## src/design/ipk_pkg.sv

```systemverilog
// shared types and constants for the iambic paddle keyer
package ipk_pkg;

    localparam int SPEED_BITS_DEFAULT = 8;
    localparam int SCALE_BITS         = 6;
    localparam int DAH_BITS           = 3;
    localparam int CFG_INDEX_BITS     = 1;

    localparam logic [SCALE_BITS-1:0] UNIT_SCALE_RESET = 6'd20;
    localparam logic [DAH_BITS-1:0]   DAH_LENGTH_RESET = 3'd3;

    localparam logic [CFG_INDEX_BITS-1:0] CFG_UNIT_SCALE = 1'b0;
    localparam logic [CFG_INDEX_BITS-1:0] CFG_DAH_LENGTH = 1'b1;

    typedef enum logic [1:0] {
        KIND_NONE = 2'd0,
        KIND_DIT  = 2'd1,
        KIND_DAH  = 2'd2
    } element_kind_t;

    typedef struct packed {
        logic key;
        logic tone;
    } ipk_result_t;

endpackage

```

## src/design/ipk_keyer.sv

```systemverilog
// keyer state, tick counter and per-tick keying step
module ipk_keyer
    import ipk_pkg::*;
#(
    parameter int CNT_W = SPEED_BITS_DEFAULT + SCALE_BITS
)
(
    input  logic                clk,
    input  logic                rst_n,
    input  logic                advance,
    input  logic                dit,
    input  logic                dah,
    input  logic [CNT_W-1:0]    threshold,
    input  logic [DAH_BITS-1:0] dah_length,
    output ipk_result_t         result
);

    logic [CNT_W-1:0]    tick_count_reg, tick_count_next;
    element_kind_t       kind_reg, kind_next;
    logic [DAH_BITS-1:0] dah_units_reg, dah_units_next;
    logic                done_reg, done_next;
    logic                key_reg, key_next;
    logic                tone_reg, tone_next;
    logic                fire;
    element_kind_t       kind_sel;

    always_comb
    begin
        fire            = (tick_count_reg >= threshold);
        tick_count_next = fire ? '0 : tick_count_reg + CNT_W'(1);
        kind_next       = kind_reg;
        dah_units_next  = dah_units_reg;
        done_next       = done_reg;
        key_next        = key_reg;
        tone_next       = tone_reg ^ key_reg;
        kind_sel        = kind_reg;

        if (fire)
        begin
            if (done_reg)
            begin
                if (dit && dah)
                    kind_sel = (kind_reg == KIND_DIT) ? KIND_DAH : KIND_DIT;
                else if (dit)
                    kind_sel = KIND_DIT;
                else if (dah)
                    kind_sel = KIND_DAH;
                else
                    kind_sel = KIND_NONE;
            end
            kind_next = kind_sel;
            unique case (kind_sel)
                KIND_DAH:
                begin
                    if (dah_units_reg < dah_length)
                    begin
                        done_next      = 1'b0;
                        dah_units_next = dah_units_reg + DAH_BITS'(1);
                        key_next       = 1'b1;
                    end
                    else
                    begin
                        dah_units_next = '0;
                        key_next       = 1'b0;
                        tone_next      = 1'b0;
                        done_next      = 1'b1;
                    end
                end
                KIND_DIT:
                begin
                    done_next = key_reg;
                    key_next  = ~key_reg;
                end
                default:
                begin
                    key_next  = 1'b0;
                    tone_next = 1'b0;
                    done_next = 1'b1;
                end
            endcase
        end

        // both paddles released
        if (!dit && !dah)
        begin
            key_next       = 1'b0;
            tone_next      = 1'b0;
            dah_units_next = '0;
            done_next      = 1'b1;
            kind_next      = KIND_NONE;
        end
    end

    always_ff @(posedge clk or negedge rst_n)
    begin
        if (!rst_n)
        begin
            tick_count_reg <= '0;
            kind_reg       <= KIND_NONE;
            dah_units_reg  <= '0;
            done_reg       <= 1'b1;
            key_reg        <= 1'b0;
            tone_reg       <= 1'b0;
        end
        else if (advance)
        begin
            tick_count_reg <= tick_count_next;
            kind_reg       <= kind_next;
            dah_units_reg  <= dah_units_next;
            done_reg       <= done_next;
            key_reg        <= key_next;
            tone_reg       <= tone_next;
        end
    end

    assign result.key  = key_next;
    assign result.tone = tone_next;

`ifndef SYNTHESIS
    assert property (@(posedge clk) disable iff (!rst_n)
        key_reg |-> (kind_reg != KIND_NONE))
        else $error("key on with no element");

    assert property (@(posedge clk) disable iff (!rst_n)
        (dah_units_reg != '0) |-> (kind_reg == KIND_DAH))
        else $error("dah units counting outside a dah");

    assert property (@(posedge clk) disable iff (!rst_n)
        advance && !dit && !dah |=> !key_reg && !tone_reg && done_reg)
        else $error("release did not clear the keyer");

    assert property (@(posedge clk) disable iff (!rst_n)
        !advance |=> $stable(tick_count_reg) && $stable(key_reg) && $stable(tone_reg))
        else $error("keyer state moved without a beat");
`endif

endmodule

```

## src/design/iambic_paddle_keyer_unit.sv

```systemverilog
// top level of the iambic paddle keyer: config registers, input and result stages
// One tick beat can be taken every clock; its result goes through the input stage and
// the result register. The input stage registers the paddles and the unit threshold
// (speed_code times unit_scale, one small multiply); the next stage compares the tick
// counter, runs the keying step and loads the result register. A stalled result holds
// the input stage, which then stalls the next tick. unit_scale and dah_length are
// written through the config port and should change only when idle.
module iambic_paddle_keyer_unit
    import ipk_pkg::*;
#(
    parameter int SPEED_BITS = SPEED_BITS_DEFAULT
)
(
    input  logic                      clk,
    input  logic                      rst_n,
    input  logic                      in_valid,
    output logic                      in_stall,
    input  logic                      dit_paddle,
    input  logic                      dah_paddle,
    input  logic [SPEED_BITS-1:0]     speed_code,
    output logic                      out_valid,
    input  logic                      out_stall,
    output logic                      key_out,
    output logic                      tone_out,
    input  logic                      cfg_valid,
    output logic                      cfg_ready,
    input  logic [CFG_INDEX_BITS-1:0] cfg_index,
    input  logic [SCALE_BITS-1:0]     cfg_data
);

    localparam int CNT_W = SPEED_BITS + SCALE_BITS;

    logic [SCALE_BITS-1:0] unit_scale_reg;
    logic [DAH_BITS-1:0]   dah_length_reg;
    logic                  s1_valid_reg;
    logic                  s1_dit_reg;
    logic                  s1_dah_reg;
    logic [CNT_W-1:0]      s1_thr_reg;
    logic                  out_valid_reg;
    ipk_result_t           out_reg;
    ipk_result_t           step_result;
    logic                  advance;
    logic                  in_take;

    assign cfg_ready = 1'b1;
    assign advance   = s1_valid_reg && (!out_valid_reg || !out_stall);
    assign in_stall  = s1_valid_reg && !advance;
    assign in_take   = in_valid && !in_stall;

    // config register writes
    always_ff @(posedge clk or negedge rst_n)
    begin
        if (!rst_n)
        begin
            unit_scale_reg <= UNIT_SCALE_RESET;
            dah_length_reg <= DAH_LENGTH_RESET;
        end
        else if (cfg_valid && cfg_ready)
        begin
            unique case (cfg_index)
                CFG_UNIT_SCALE: unit_scale_reg <= cfg_data;
                CFG_DAH_LENGTH: dah_length_reg <= cfg_data[DAH_BITS-1:0];
                default:        ;
            endcase
        end
    end

    // input stage
    always_ff @(posedge clk or negedge rst_n)
    begin
        if (!rst_n)
            s1_valid_reg <= 1'b0;
        else if (in_take)
            s1_valid_reg <= 1'b1;
        else if (advance)
            s1_valid_reg <= 1'b0;
    end

    always_ff @(posedge clk)
    begin
        if (in_take)
        begin
            s1_dit_reg <= dit_paddle;
            s1_dah_reg <= dah_paddle;
            s1_thr_reg <= CNT_W'(speed_code) * CNT_W'(unit_scale_reg);
        end
    end

    ipk_keyer #(
        .CNT_W (CNT_W)
    ) u_keyer (
        .clk        (clk),
        .rst_n      (rst_n),
        .advance    (advance),
        .dit        (s1_dit_reg),
        .dah        (s1_dah_reg),
        .threshold  (s1_thr_reg),
        .dah_length (dah_length_reg),
        .result     (step_result)
    );

    // result stage
    always_ff @(posedge clk or negedge rst_n)
    begin
        if (!rst_n)
            out_valid_reg <= 1'b0;
        else if (advance)
            out_valid_reg <= 1'b1;
        else if (!out_stall)
            out_valid_reg <= 1'b0;
    end

    always_ff @(posedge clk)
    begin
        if (advance)
            out_reg <= step_result;
    end

    assign out_valid = out_valid_reg;
    assign key_out   = out_reg.key;
    assign tone_out  = out_reg.tone;

endmodule
```

## config.mk

```make
export PLATFORM = sky130hd
export DESIGN_NAME = iambic_paddle_keyer_unit
export DESIGN_NICKNAME = d
export VERILOG_FILES = /design/src/design/ipk_pkg.sv /design/src/design/ipk_keyer.sv /design/src/design/iambic_paddle_keyer_unit.sv
export SDC_FILE = /design/constraint.sdc
export NUM_CORES = 1
export LEC_CHECK = 0
export BUFFER_PORTS_ARGS = -buffer_cell sky130_fd_sc_hd__buf_2
export CAP_MARGIN = 40
export CORE_MARGIN = 2
export CORE_UTILIZATION = 62
export DETAILED_ROUTE_END_ITERATION = 8
export GPL_TIMING_DRIVEN = 0
export PLACE_DENSITY = 0.89
export SYNTH_ARGS = -nofsm -noshare
export SYNTH_HDL_FRONTEND = slang
export SYNTH_SLANG_ARGS = --single-unit
```

## constraint.sdc

```tcl
create_clock -name clk -period 4.45 [get_ports clk]
set_clock_uncertainty 0.1 [all_clocks]
set_input_delay 0.445 -clock clk [delete_from_list [all_inputs] [get_ports clk]]
set_output_delay 0.445 -clock clk [all_outputs]
set_load 0.02 [all_outputs]
```

# After elaboration in Yosys (flattened, before gate mapping)
# Index checks and enable logic that the tools add are counted.
[op_classes] n_addsub=2 n_mul=1 div_mod_pow=0 n_lt_le_gt_ge=2 eq_ne=4 n_shift=0 n_mux=29 bitwise=3 reduce_logical=19
[op_table] op="$mux 2" count=8
[op_table] op="$add 14x1->14 const B" count=1
[op_table] op="$ge 14x14->1" count=1
[op_table] op="$mul 8x6->14" count=1
[op_table] op="$mux 14" count=1
[op_table] op="$mux 1" count=13
[op_table] op="$mux 3" count=4
[op_table] op="$logic_not 1->1" count=6
[op_table] op="$pmux 1 s2" count=3
[op_table] op="$reduce_and 2->1" count=3
[op_table] op="$reduce_bool 2->1" count=3
[op_table] op="$logic_and 1x1->1" count=5
[op_table] op="$eq 2x1->1 const B" count=2
[op_table] op="$add 3x1->3 const B" count=1
[op_table] op="$lt 3x3->1" count=1
[op_table] op="$reduce_and 3->1" count=1
[op_table] op="$eq 2x2->1 const B" count=1
[op_table] op="$ne 2x1->1 const B" count=1
[op_table] op="$not 1->1" count=2
[op_table] op="$logic_or 1x1->1" count=1
[op_table] op="$xor 1x1->1" count=1
[word_totals] reg_bits=51 latch_bits=0 ramBits=0 mem_bits_ro=0 inputBits=22 output_inout_bits=5 word_cells=75 mem_count=0

# Longest topological paths before layout
# Gate-level depths: netlist of run 1.
[depth] word_depth=9 mapped_depth=14 depth_no_buf=14

# Hierarchy
# A second synthesis of run 1 with hierarchy kept.
[unflattened] cells_unflattened=414 hier_area_um2=4145.2
[by_module_without_submodules] mod="iambic_paddle_keyer_unit" n_inst=1 cells_each=227 area_per_inst_um2=2452.4 seq_area_each_um2=820.8
[by_module_without_submodules] mod="ipk_keyer" n_inst=1 cells_each=187 area_per_inst_um2=1692.9 seq_area_each_um2=551.8

# Worst setup path before layout of run 1
# Ideal clock, no wire load.
[synth_path] path_type="input -> register" from="input port speed_code[3]" to="register s1_thr_reg[13] (data pin)" setup_time_ns=0.158 t_arrival_ns=3.646 required_time_ns=4.192 setup_slack_ns=0.546 stages=13 n_path_buf=0 cell_sequence="and2_1 fa_1 inv_1 fa_1 fa_1 inv_1 ha_1 nor2b_4 o21ai_2 a21oi_2 o41ai_4 or4b_1 o211ai_1"
[synth_via] elab_chain_cells=1
[synth_lines] element="from (decl)" line="iambic_paddle_keyer_unit.sv:20" rtl="input logic [SPEED_BITS-1:0] speed_code,"
[synth_lines] element="$mul 8x6->14" line="iambic_paddle_keyer_unit.sv:85" rtl="s1_thr_reg <= CNT_W'(speed_code) * CNT_W'(unit_scale_reg);"
[synth_lines] element="to (signal assigned)" line="iambic_paddle_keyer_unit.sv:85"
[synth_lines] element="to (decl)" line="iambic_paddle_keyer_unit.sv:38" rtl="logic [CNT_W-1:0] s1_thr_reg;"
# No other way between the ends.
# A chain may end at the register's enable or synchronous reset.

# Worst setup path in the final report of run 1
[layout_path] from="register unit_scale_reg[4]" to="register s1_thr_reg[13] (data pin)"
[layout_via] elab_chain_cells=1
[layout_lines] element="from (decl)" line="iambic_paddle_keyer_unit.sv:33" rtl="logic [SCALE_BITS-1:0] unit_scale_reg;"
[layout_lines] element="from (signal assigned)" line="iambic_paddle_keyer_unit.sv:61" rtl="CFG_UNIT_SCALE: unit_scale_reg <= cfg_data;"
[layout_lines] element="$mul 8x6->14" line="iambic_paddle_keyer_unit.sv:85"
# No other way between the ends.

==> results of run 1 <==
[final cells by class]
class	count	share of cell area, %
Clock inverter	3	0.653
Inverter	64	5.45
Buffer	5	0.681
Multi-Input combinational cell	293	55.5
Tap cell	77	2.19
Clock buffer	5	1.56
Sequential cell	51	31.1
Timing Repair Buffer	25	2.84
[placed cells by master, fill, tap and decap left out, types with 11 or more instances in the layout]
master,Yosys,routed
inv_1,64,64
ha_1,42,42
and2_1,38,38
nand2_1,32,32
dfrtp_1,28,28
nor2_1,26,26
fa_1,25,25
buf_2,0,25
edfxtp_1,18,18
nand3_1,11,11
[Yosys cell counts, types with 5 or more instances]
cell type  number
inv_1          64
ha_1           42
and2_1         38
nand2_1        32
dfrtp_1        28
nor2_1         26
fa_1           25
edfxtp_1       18
nand3_1        11
a21oi_1        10
mux2_2         10
o21ai_0         9
xor2_1          9
xnor2_1         8
and3_1          6
nor3_1          6
dfstp_2         5
nand4_1         5
o211ai_1        5
[cells by family (layout without fill, tap and decap cells)]
group                    Yosys count  after routing
AND/OR/NAND/NOR                  140            140
buffers and inverters             69            102
adder cells (fa/ha/maj)           67             67
AO/OA/AOI/OAI                     58             58
flip-flops                        51             51
XOR/XNOR                          17             17
multiplexers                      10             10
other                              1              1
[final timing paths]
check,end,startpoint
worst max-delay path,s1_thr_reg[13],unit_scale_reg[4]
worst min-delay path,u_keyer.tick_count_reg[3],rst_n
worst max register to register,s1_thr_reg[13],unit_scale_reg[4]
worst min register to register,u_keyer.dah_units_reg[2],u_keyer.dah_units_reg[2]
max in group asynchronous,u_keyer.tick_count_reg[4],rst_n
min in group clk,s1_dit_reg,dit_paddle
[stage by stage]
stage / instance area [um2] / setup slack, ns / hold slack [ns]
detailed placement: 4310 / 0.212 / 0.371
global route: 4410 / 0.134 / 0.141
finish: 4410 / 0.279 / 0.0833
CTS: 4410 / 0.272 / 0.103
global placement: 4310 / 0.295 / 0.366
floorplan: 4090 / 0.546 / 0.0494
[metal layers]
| layer | wire length, um | vias to the layer above | track usage, % |
|---|---|---|---|
| li1 | - | 1444 | - |
| met4 | 111 | 0 | 6.49 |
| met1 | 3190 | 1454 | 28.2 |
| met3 | 301 | 11 | 3.31 |
| met2 | 3970 | 65 | 41.3 |
| met5 | 0 | - | 0 |
[report_power, final]
group	switching (mW)	total (mW)	leakage (nW)	internal (mW)
clock	0.172	0.289	0.0502	0.117
sequential	0.0697	0.695	0.588	0.625
combinational	0.544	0.983	1.54	0.438
total	0.786	1.97	2.18	1.18
==> qor.txt, run 1 <==
DRT Pass-1 Iters: 4
Pwr/cell area: 446 nW/um2
Num CTS Buffers: 5
Slowest-stage cell, CP: dfstp_2
Storage cell area: 1370 um2
Maximum VDD drop: 218 uV
CTS resizes: 0
Starting Density: 64.4%
CTS tree: built
CP endpoint kind: register
Post-Synth Adder-Cell Area: 25.1%
Fin cells: 523
Syn_nets: 502
# clock sinks: 51
First-pass GRT wire length: 13.3 mm
Vias in the first global route: 3082
Slew Viols, Final: 0
Min Tclk post-route: 4.17 ns
Synth Register Bits: 51
Layout Nets: 534
Xor and xnor area share after synthesis: 3.64%
Crit path DAT: 4.23 ns
WP depth: 12
Synth top area share: 17.1%
Share of layout cells above drive strength 1: 13.2%
Largest family of logic cells by synthesized area: adder cells
Worst slew pin tran: 0.746 ns
FP Rows: 29
Worst-path maximum fanout: 9
# Max-Cap Violations: 0
Number of diodes: 0
Most frequent CP cell: fa_1
Final Setup Violations: 0
DR WL/cell: 14.5 um
Post-synthesis mux area share: 2.75%
Crit-path cells: nand2_1, fa_1, fa_1, fa_1, inv_1, ha_1, nor2b_4, o21ai_2, a21oi_2, o41ai_4, or4b_1, o211ai_1
Clock Path Buffers: 2
Area of the multi-input gates: 2450 um2
Via Count: 2974
Synthesis-to-layout area growth: 7.80%
FF-to-FF setup slack: 0.28 ns
Hold WC Path Type: primary input to async pin
Drt drc: 0
Peak Freq: 240 MHz
Mapped Cells: 413
H-tree depth: 2
Die Y: 85.2 um
Worst r2r path cells: 12
Period Utilization, post-route: 93.7%
Status: completed
Post-Syn Area: 4090 um2
Die W: 85.2 um
Number of fill cells: 474
Pwr Total: 1.97 mW
Simple-Gate Fraction of Synth Area: 17.8%
Largest net degree at the start of global routing: 34
Ys flop type: dfrtp_1
Gp weighted congestion: 0.833
Yosys warns: 0
Clock Latency Late Sink: 0.32 ns
Post-CTS Setup Bufs: 0
Total GRT Usage: 22.7%
Post-synthesis sequential area ratio: 33.6%
Syn avg cell area: 9.90 um2
Initial DRC count: 164
Reg clk slew, reported paths: 0.11 ns
Post-DRT Antenna Nets: 0
Boundary pin count: 27
Unique masters post-synth: 54
Max transition margin: 50.2%
IO buf count: 25
Post-synth EDFFs: 18
Critical path buffers and inverters: 1
Top delay family on crit path: adder cells
Root Driver: clkbuf_8
Worst Setup Start Kind: register
RSZ-0062 raised after global routing: no
Final hold viol count: 0
Initial antenna violation count: 0
Grt ovf: 0
Kind of critical path: register to register
Placeable Area: 6350 um2
Hpwl dp: 6.08 mm
Final core occ: 69.4%
Vias per cell: 5.69
Post-synthesis async set-or-reset flop share: 64.7%
Die area: 7260 um2
Hold Buf Count CTS: 0
Crit path largest cell delay: 0.63 ns
Setup TNS: 0 ns
Compound-Gate Fraction of Synth Area: 10.5%
Leakage: 2.18 nW
CP Data Required Time: 4.51 ns
Routed WL: 7.58 mm
DP Cell Count: 515
Leading area contributor after synthesis: dfrtp_1
Top cells by area, synth: dfrtp_1 17%, edfxtp_1 13%, ha_1 13%
(Power assumes the default switching activity.)
==> run 2: changes to the inputs <==
Settings changed: CORE_ASPECT_RATIO set to 1.1.
==> qor.txt, run 2 (synthesized netlist as in run 1, its figures left out) <==
Status: completed
Leakage: 2.18 nW (about the same)
Reg clk slew, reported paths: 0.10 ns (about the same)
Peak Freq: 243 MHz (+1.2%)
Share of power burned in registers: 35.8% (+0.5 points)
# clock sinks: 51 (unchanged)
Die Y: 89.2 um (+4.7%)
Num CTS Buffers: 5 (unchanged)
DR WL/cell: 13.7 um (-5.6%)
Pwr/cell area: 439 nW/um2 (-1.7%)
Vias per cell: 5.58 (-1.9%)
Crit path DAT: 4.19 ns (-0.04 ns)
Largest net degree at the start of global routing: 34 (unchanged)
Worst-path maximum fanout: 9 (unchanged)
Worst Setup SP: unit_scale_reg[1]
Met3 Use GR: 3.43% (+0.13 points)
Boundary pin count: 27 (unchanged)
Slew Viols, Final: 0 (unchanged)
Routed WL: 7.22 mm (-4.7%)
Most frequent CP cell: fa_1
Share of layout cells above drive strength 1: 13.2% (unchanged)
Initial antenna violation count: 0 (unchanged)
FP Rows: 31 (+6.9%)
RSZ-0062 raised after global routing: no
Kind of critical path: register to register
DRT Pass-1 Iters: 4 (unchanged)
Setup TNS: 0 ns (unchanged)
Crit-path cells: and2_1, fa_1, inv_1, fa_1, fa_1, inv_1, ha_1, nor2b_4, o21ai_2, a21oi_2, o41ai_4, or4b_1, o211ai_1
Via Count: 2945 (-0.98%)
Max transition margin: 52.2% (+2.0 points)
Logic pwr share: 49.7% (-0.3 points)
Clock Path Buffers: 2 (unchanged)
Commonest cells after routing, fill and taps aside: 64 x inv_1, 42 x ha_1, 38 x and2_1
Root Driver: clkbuf_8
Internal: 1.18 mW (-0.37%)
Min Tclk post-route: 4.12 ns (-0.0479 ns)
Vias in the first global route: 2886 (-6.4%)
Switching Share: 39.3% (-0.74 points)
Total GRT Usage: 21.9% (-0.84 points)
Maximum VDD drop: 243 uV (+12%)
Grt ovf: 0 (unchanged)
Final hold viol count: 0 (unchanged)
Gp weighted congestion: 0.849 (+1.8%)
Post-DRT Antenna Nets: 0 (unchanged)
Number of diodes: 0 (unchanged)
Drt drc: 0 (unchanged)
Clk pwr share: 14.5% (-0.2 points)
Die W: 81.4 um (-4.4%)
Start of the worst register-to-register path: unit_scale_reg[1]
Die area: 7260 um2 (about the same)
GR peak layer: met2
M2 GR Usage: 39.0% (-2.2 points)
Synthesis-to-layout area growth: 7.89% (about the same)
Placeable Area: 6480 um2 (+2.0%)
Worst slew pin tran: 0.717 ns (-0.0293 ns)
Final Setup Violations: 0 (unchanged)
Setup ws final: 0.327 ns (+0.0479 ns)
Hpwl dp: 5.87 mm (-3.4%)
Worst Setup Start Kind: register
# Max-Cap Violations: 0 (unchanged)
Starting Density: 63.1% (-1.3 points)
Crit path largest cell delay: 0.54 ns (-0.09 ns)
Clock Latency Late Sink: 0.31 ns (about the same)
Hold Buf Count CTS: 0 (unchanged)
CP Data Required Time: 4.52 ns (about the same)
Switching Power: 760 uW (-3.4%)
First-pass GRT wire length: 12.4 mm (-6.7%)
IO buf count: 25 (unchanged)
Met1 GRT Util: 27.7% (-0.43 points)
Commonest non-fill, non-tap cell in the layout: inv_1
Pre-CTS WS: 0.253 ns (+0.0411 ns)
Slowest-stage cell, CP: fa_1
CTS resizes: 0 (unchanged)
Hold WC Path Type: primary input to async pin
Number of fill cells: 466 (-1.7%)
Period Utilization, post-route: 92.6% (-1.1 points)
CTS tree: built
CP endpoint kind: register
Post-CTS Setup Bufs: 0 (unchanged)
H-tree depth: 2 (unchanged)
Initial DRC count: 135 (-18%)
Layout Nets: 534 (unchanged)
==> run 2: cell types whose count changed in the layout (fill, tap and decap cells not counted) <==
cell,previous run,this run
clkinv_4,2,1
inv_4,0,1
==> run 2: layout make-up <==
class | count | area (um2) | area share (%)
multi-input cells | 293 | 2450 | 55.5
flip-flops and latches | 51 | 1370 | 31.1
inverters | 64 | 240 | 5.44
repair buffers | 25 | 125 | 2.84
well taps | 82 | 103 | 2.32
clock buffers | 5 | 68.8 | 1.56
plain buffers | 5 | 30.0 | 0.680
clock inverters | 3 | 26.3 | 0.595
==> run 2: power by group through the flow <==
| stage | logic, mW | registers, mW | clock network, mW |
|---|---|---|---|
| final | 0.962 | 0.693 | 0.281 |
| after detailed placement | 0.954 | 0.701 | 0 |
| after CTS | 0.969 | 0.692 | 0.286 |
| after global placement | 0.892 | 0.697 | 0 |
| after floorplan | 0.774 | 0.683 | 0 |
| after global routing | 1.11 | 0.705 | 0.305 |
==> run 2: stage by stage <==
step | utilization (%) | hold slack, ns | cell area [um2] | instances | total power [mW]
detailed placement | 66.7 | 0.377 | 4320 | 520 | 1.65
floorplan | - | 0.0494 | 4090 | 413 | 1.46
global placement | 66.7 | 0.371 | 4320 | 520 | 1.59
CTS | 68.1 | 0.100 | 4410 | 528 | 1.95
global route | 68.1 | 0.134 | 4410 | 528 | 2.12
finish | 68.1 | 0.0712 | 4410 | 528 | 1.94
==> run 2: routing by layer <==
metal	wire (um)	part of all wire, %
met2	3750	52
met1	3130	43
met4	106	1.5
met3	233	3.2
met5	0	0
==> run 2: worst paths after layout <==
| path | cells after the start | to | slack, ns |
|---|---|---|---|
| setup / recovery | 13 | s1_thr_reg[13] | 0.33 |
| hold / removal | 1 | u_keyer.tick_count_reg[13] | 0.07 |
| setup reg to reg | 13 | s1_thr_reg[13] | 0.33 |
| hold reg to reg | 1 | u_keyer.dah_units_reg[2] | 0.40 |
| max in group asynchronous | 1 | u_keyer.tick_count_reg[5] | 3.71 |
| min in group clk | 1 | s1_dah_reg | 0.20 |
==> run 2: worst max-delay path: cells and delay by family, from the launching register on <==
kind            cells  cell delay, ns
fa+ha+maj           4            1.85
simple gates        3            0.83
compound gates      4            0.61
flops               1            0.48
buf+inv             2            0.09
==> run 3: changes to the inputs <==
Settings changed: CORE_UTILIZATION 62 to 56, PLACE_DENSITY 0.89 to 0.86.
Clock period 4.45 ns to 3.7 ns, I/O delays scaled along.
==> qor.txt, run 3 (synthesized netlist as in run 1, its figures left out) <==
Status: complete, but fails checks
Failing checks: setup timing
DR WL/cell: 14.8 um (+8.5%)
H-tree depth: 2 (unchanged)
Final Setup Violations: 2 (+2)
Die Y: 93.6 um (+5.0%)
Root Driver: clkbuf_8
Final core occ: 66.2% (-1.9 points)
Placeable Area: 7050 um2 (+8.8%)
Initial DRC count: 173 (+28%)
Pwr Total: 2.80 mW (+44%)
Die W: 85.5 um (+5.0%)
Slew Viols, Final: 0 (unchanged)
Commonest cells after routing, fill and taps aside: 60 x inv_1, 37 x ha_1, 32 x and2_1
Min Tclk post-route: 3.80 ns (-0.319 ns)
CP endpoint kind: register
Crit path largest cell delay: 0.55 ns (about the same)
Max transition margin: 50.1% (-2.0 points)
Logic pwr share: 54.1% (+4.4 points)
# Max-Cap Violations: 0 (unchanged)
Die area: 8000 um2 (+10%)
Routed WL: 8.07 mm (+12%)
Gp weighted congestion: 0.830 (-2.2%)
Internal: 1.75 mW (+49%)
Via Count: 3029 (+2.9%)
Starting Density: 58.0% (-5.1 points)
# clock sinks: 51 (unchanged)
FP Rows: 32 (+3.2%)
Final hold viol count: 0 (unchanged)
Num CTS Buffers: 5 (unchanged)
IO buf count: 25 (unchanged)
Period Utilization, post-route: 103% (+10 points)
Number of diodes: 0 (unchanged)
Initial antenna violation count: 0 (unchanged)
Grt ovf: 0 (unchanged)
Clock Latency Late Sink: 0.31 ns (about the same)
Maximum VDD drop: 295 uV (+21%)
Crit-path cells: buf_4, and2_1, fa_1, fa_1, inv_1, fa_1, inv_2, ha_4, o21ai_2, a21oi_2, o41ai_4, or4b_1, o211ai_1
Pwr/cell area: 599 nW/um2 (+37%)
Layout Nets: 547 (+2.4%)
Setup ws final: -0.104 ns (-0.431 ns)
Leakage: 2.27 nW (+4.1%)
Boundary pin count: 27 (unchanged)
Switching Share: 37.3% (-2.0 points)
Setup TNS: -0.133 ns (-0.133 ns)
Clk pwr share: 15.9% (+1.4 points)
First-pass GRT wire length: 13.7 mm (+11%)
Commonest non-fill, non-tap cell in the layout: inv_1
Hold WC Path Type: primary input to async pin
Total GRT Usage: 21.4% (-0.47 points)
Worst Setup Start Kind: register
Synthesis-to-layout area growth: 14.1%
Peak Freq: 263 MHz (+8.4%)
CTS tree: built
RSZ-0062 raised after global routing: yes
Crit path DAT: 3.87 ns (-0.32 ns)
CP Data Required Time: 3.76 ns (-0.76 ns)
Worst-path maximum fanout: 5 (-4)
Share of layout cells above drive strength 1: 21.6% (+8.3 points)
Most frequent CP cell: fa_1
DRT Pass-1 Iters: 5 (+1)
Hold Buf Count CTS: 0 (unchanged)
Switching Power: 1.04 mW (+37%)
Largest net degree at the start of global routing: 34 (unchanged)
Vias per cell: 5.57 (-0.17%)
Reg clk slew, reported paths: 0.10 ns (about the same)
Drt drc: 0 (unchanged)
Hpwl dp: 6.21 mm (+5.7%)
Share of power burned in registers: 29.9% (-5.9 points)
Slowest-stage cell, CP: fa_1
Post-DRT Antenna Nets: 0 (unchanged)
Worst slew pin tran: 0.748 ns (+0.0307 ns)
Fin Hold WS: 0.0129 ns (-0.0583 ns)
Clock Path Buffers: 2 (unchanged)
Kind of critical path: register to register
Vias in the first global route: 3096 (+7.3%)
run 3: cell types whose count changed in the layout (fill, tap and decap cells not counted), sizes merged:
cell,delta
inv,-1
clkbuf,+1
buf,+13
bufinv,+1
clkinv,-1
run 3: final timing paths:
| kind | start | to | slack (ns) | depth (start not counted) |
|---|---|---|---|---|
| max | unit_scale_reg[1] | s1_thr_reg[13] | -0.10 | 13 |
| min | rst_n | u_keyer.tick_count_reg[0] | 0.01 | 1 |
| max reg2reg | unit_scale_reg[1] | s1_thr_reg[13] | -0.10 | 13 |
| min reg2reg | u_keyer.dah_units_reg[2] | u_keyer.dah_units_reg[2] | 0.41 | 1 |
| max in group asynchronous | rst_n | unit_scale_reg[0] | 2.97 | 1 |
| min in group clk | dit_paddle | s1_dit_reg | 0.13 | 1 |
run 3: area by class of cell:
cell class | count | area, um2
multi-input cells | 293 | 2560
fillers | 532 | 2380
flip-flops and latches | 51 | 1380
inverters | 64 | 240
repair buffers | 38 | 223
well taps | 85 | 106
clock buffers | 6 | 93.8
clock inverters | 2 | 41.3
plain buffers | 5 | 30.0
run 3: power groups by stage:
stage	clock network (mW)	logic (mW)	registers, mW
after floorplan	0	1.04	0.821
after global placement	0	1.20	0.840
after detailed placement	0	1.30	0.846
after CTS	0.450	1.37	0.834
after global routing	0.473	1.70	0.853
final	0.445	1.51	0.837
run 3: stage by stage:
step	instance area, um2	std cells	setup WS (ns)
2_1_floorplan	4150	413	-0.134
5_1_grt	4670	544	-0.230
4_1_cts	4600	540	-0.118
6_report	4670	544	-0.104
3_5_place_dp	4380	523	-0.419
3_3_place_gp	4380	523	-0.387
run 3: layer usage:
metal | GRT usage (%) | vias to the layer above | part of all wire [%]
li1 | - | 1474 | -
met1 | 25.4 | 1459 | 41
met2 | 39.7 | 82 | 53
met3 | 3.18 | 14 | 3.8
met4 | 6.61 | 0 | 1.7
met5 | 0 | - | 0
run 3: timing repair:
action,4_1_cts,5_1_grt
pin swaps,21,17
setup endpoints to repair,3,4
buffers inserted,9,4
resized for setup,9,11
run 3: critical path, delay by kind of cell (launching register included):
| kind | cells | cell delay (ns) |
|---|---|---|
| AO/OA/AOI/OAI | 4 | 0.48 |
| buffers and inverters | 3 | 0.25 |
| adder cells (fa/ha/maj) | 4 | 1.75 |
| flip-flops | 1 | 0.46 |
| AND/OR/NAND/NOR | 2 | 0.61 |
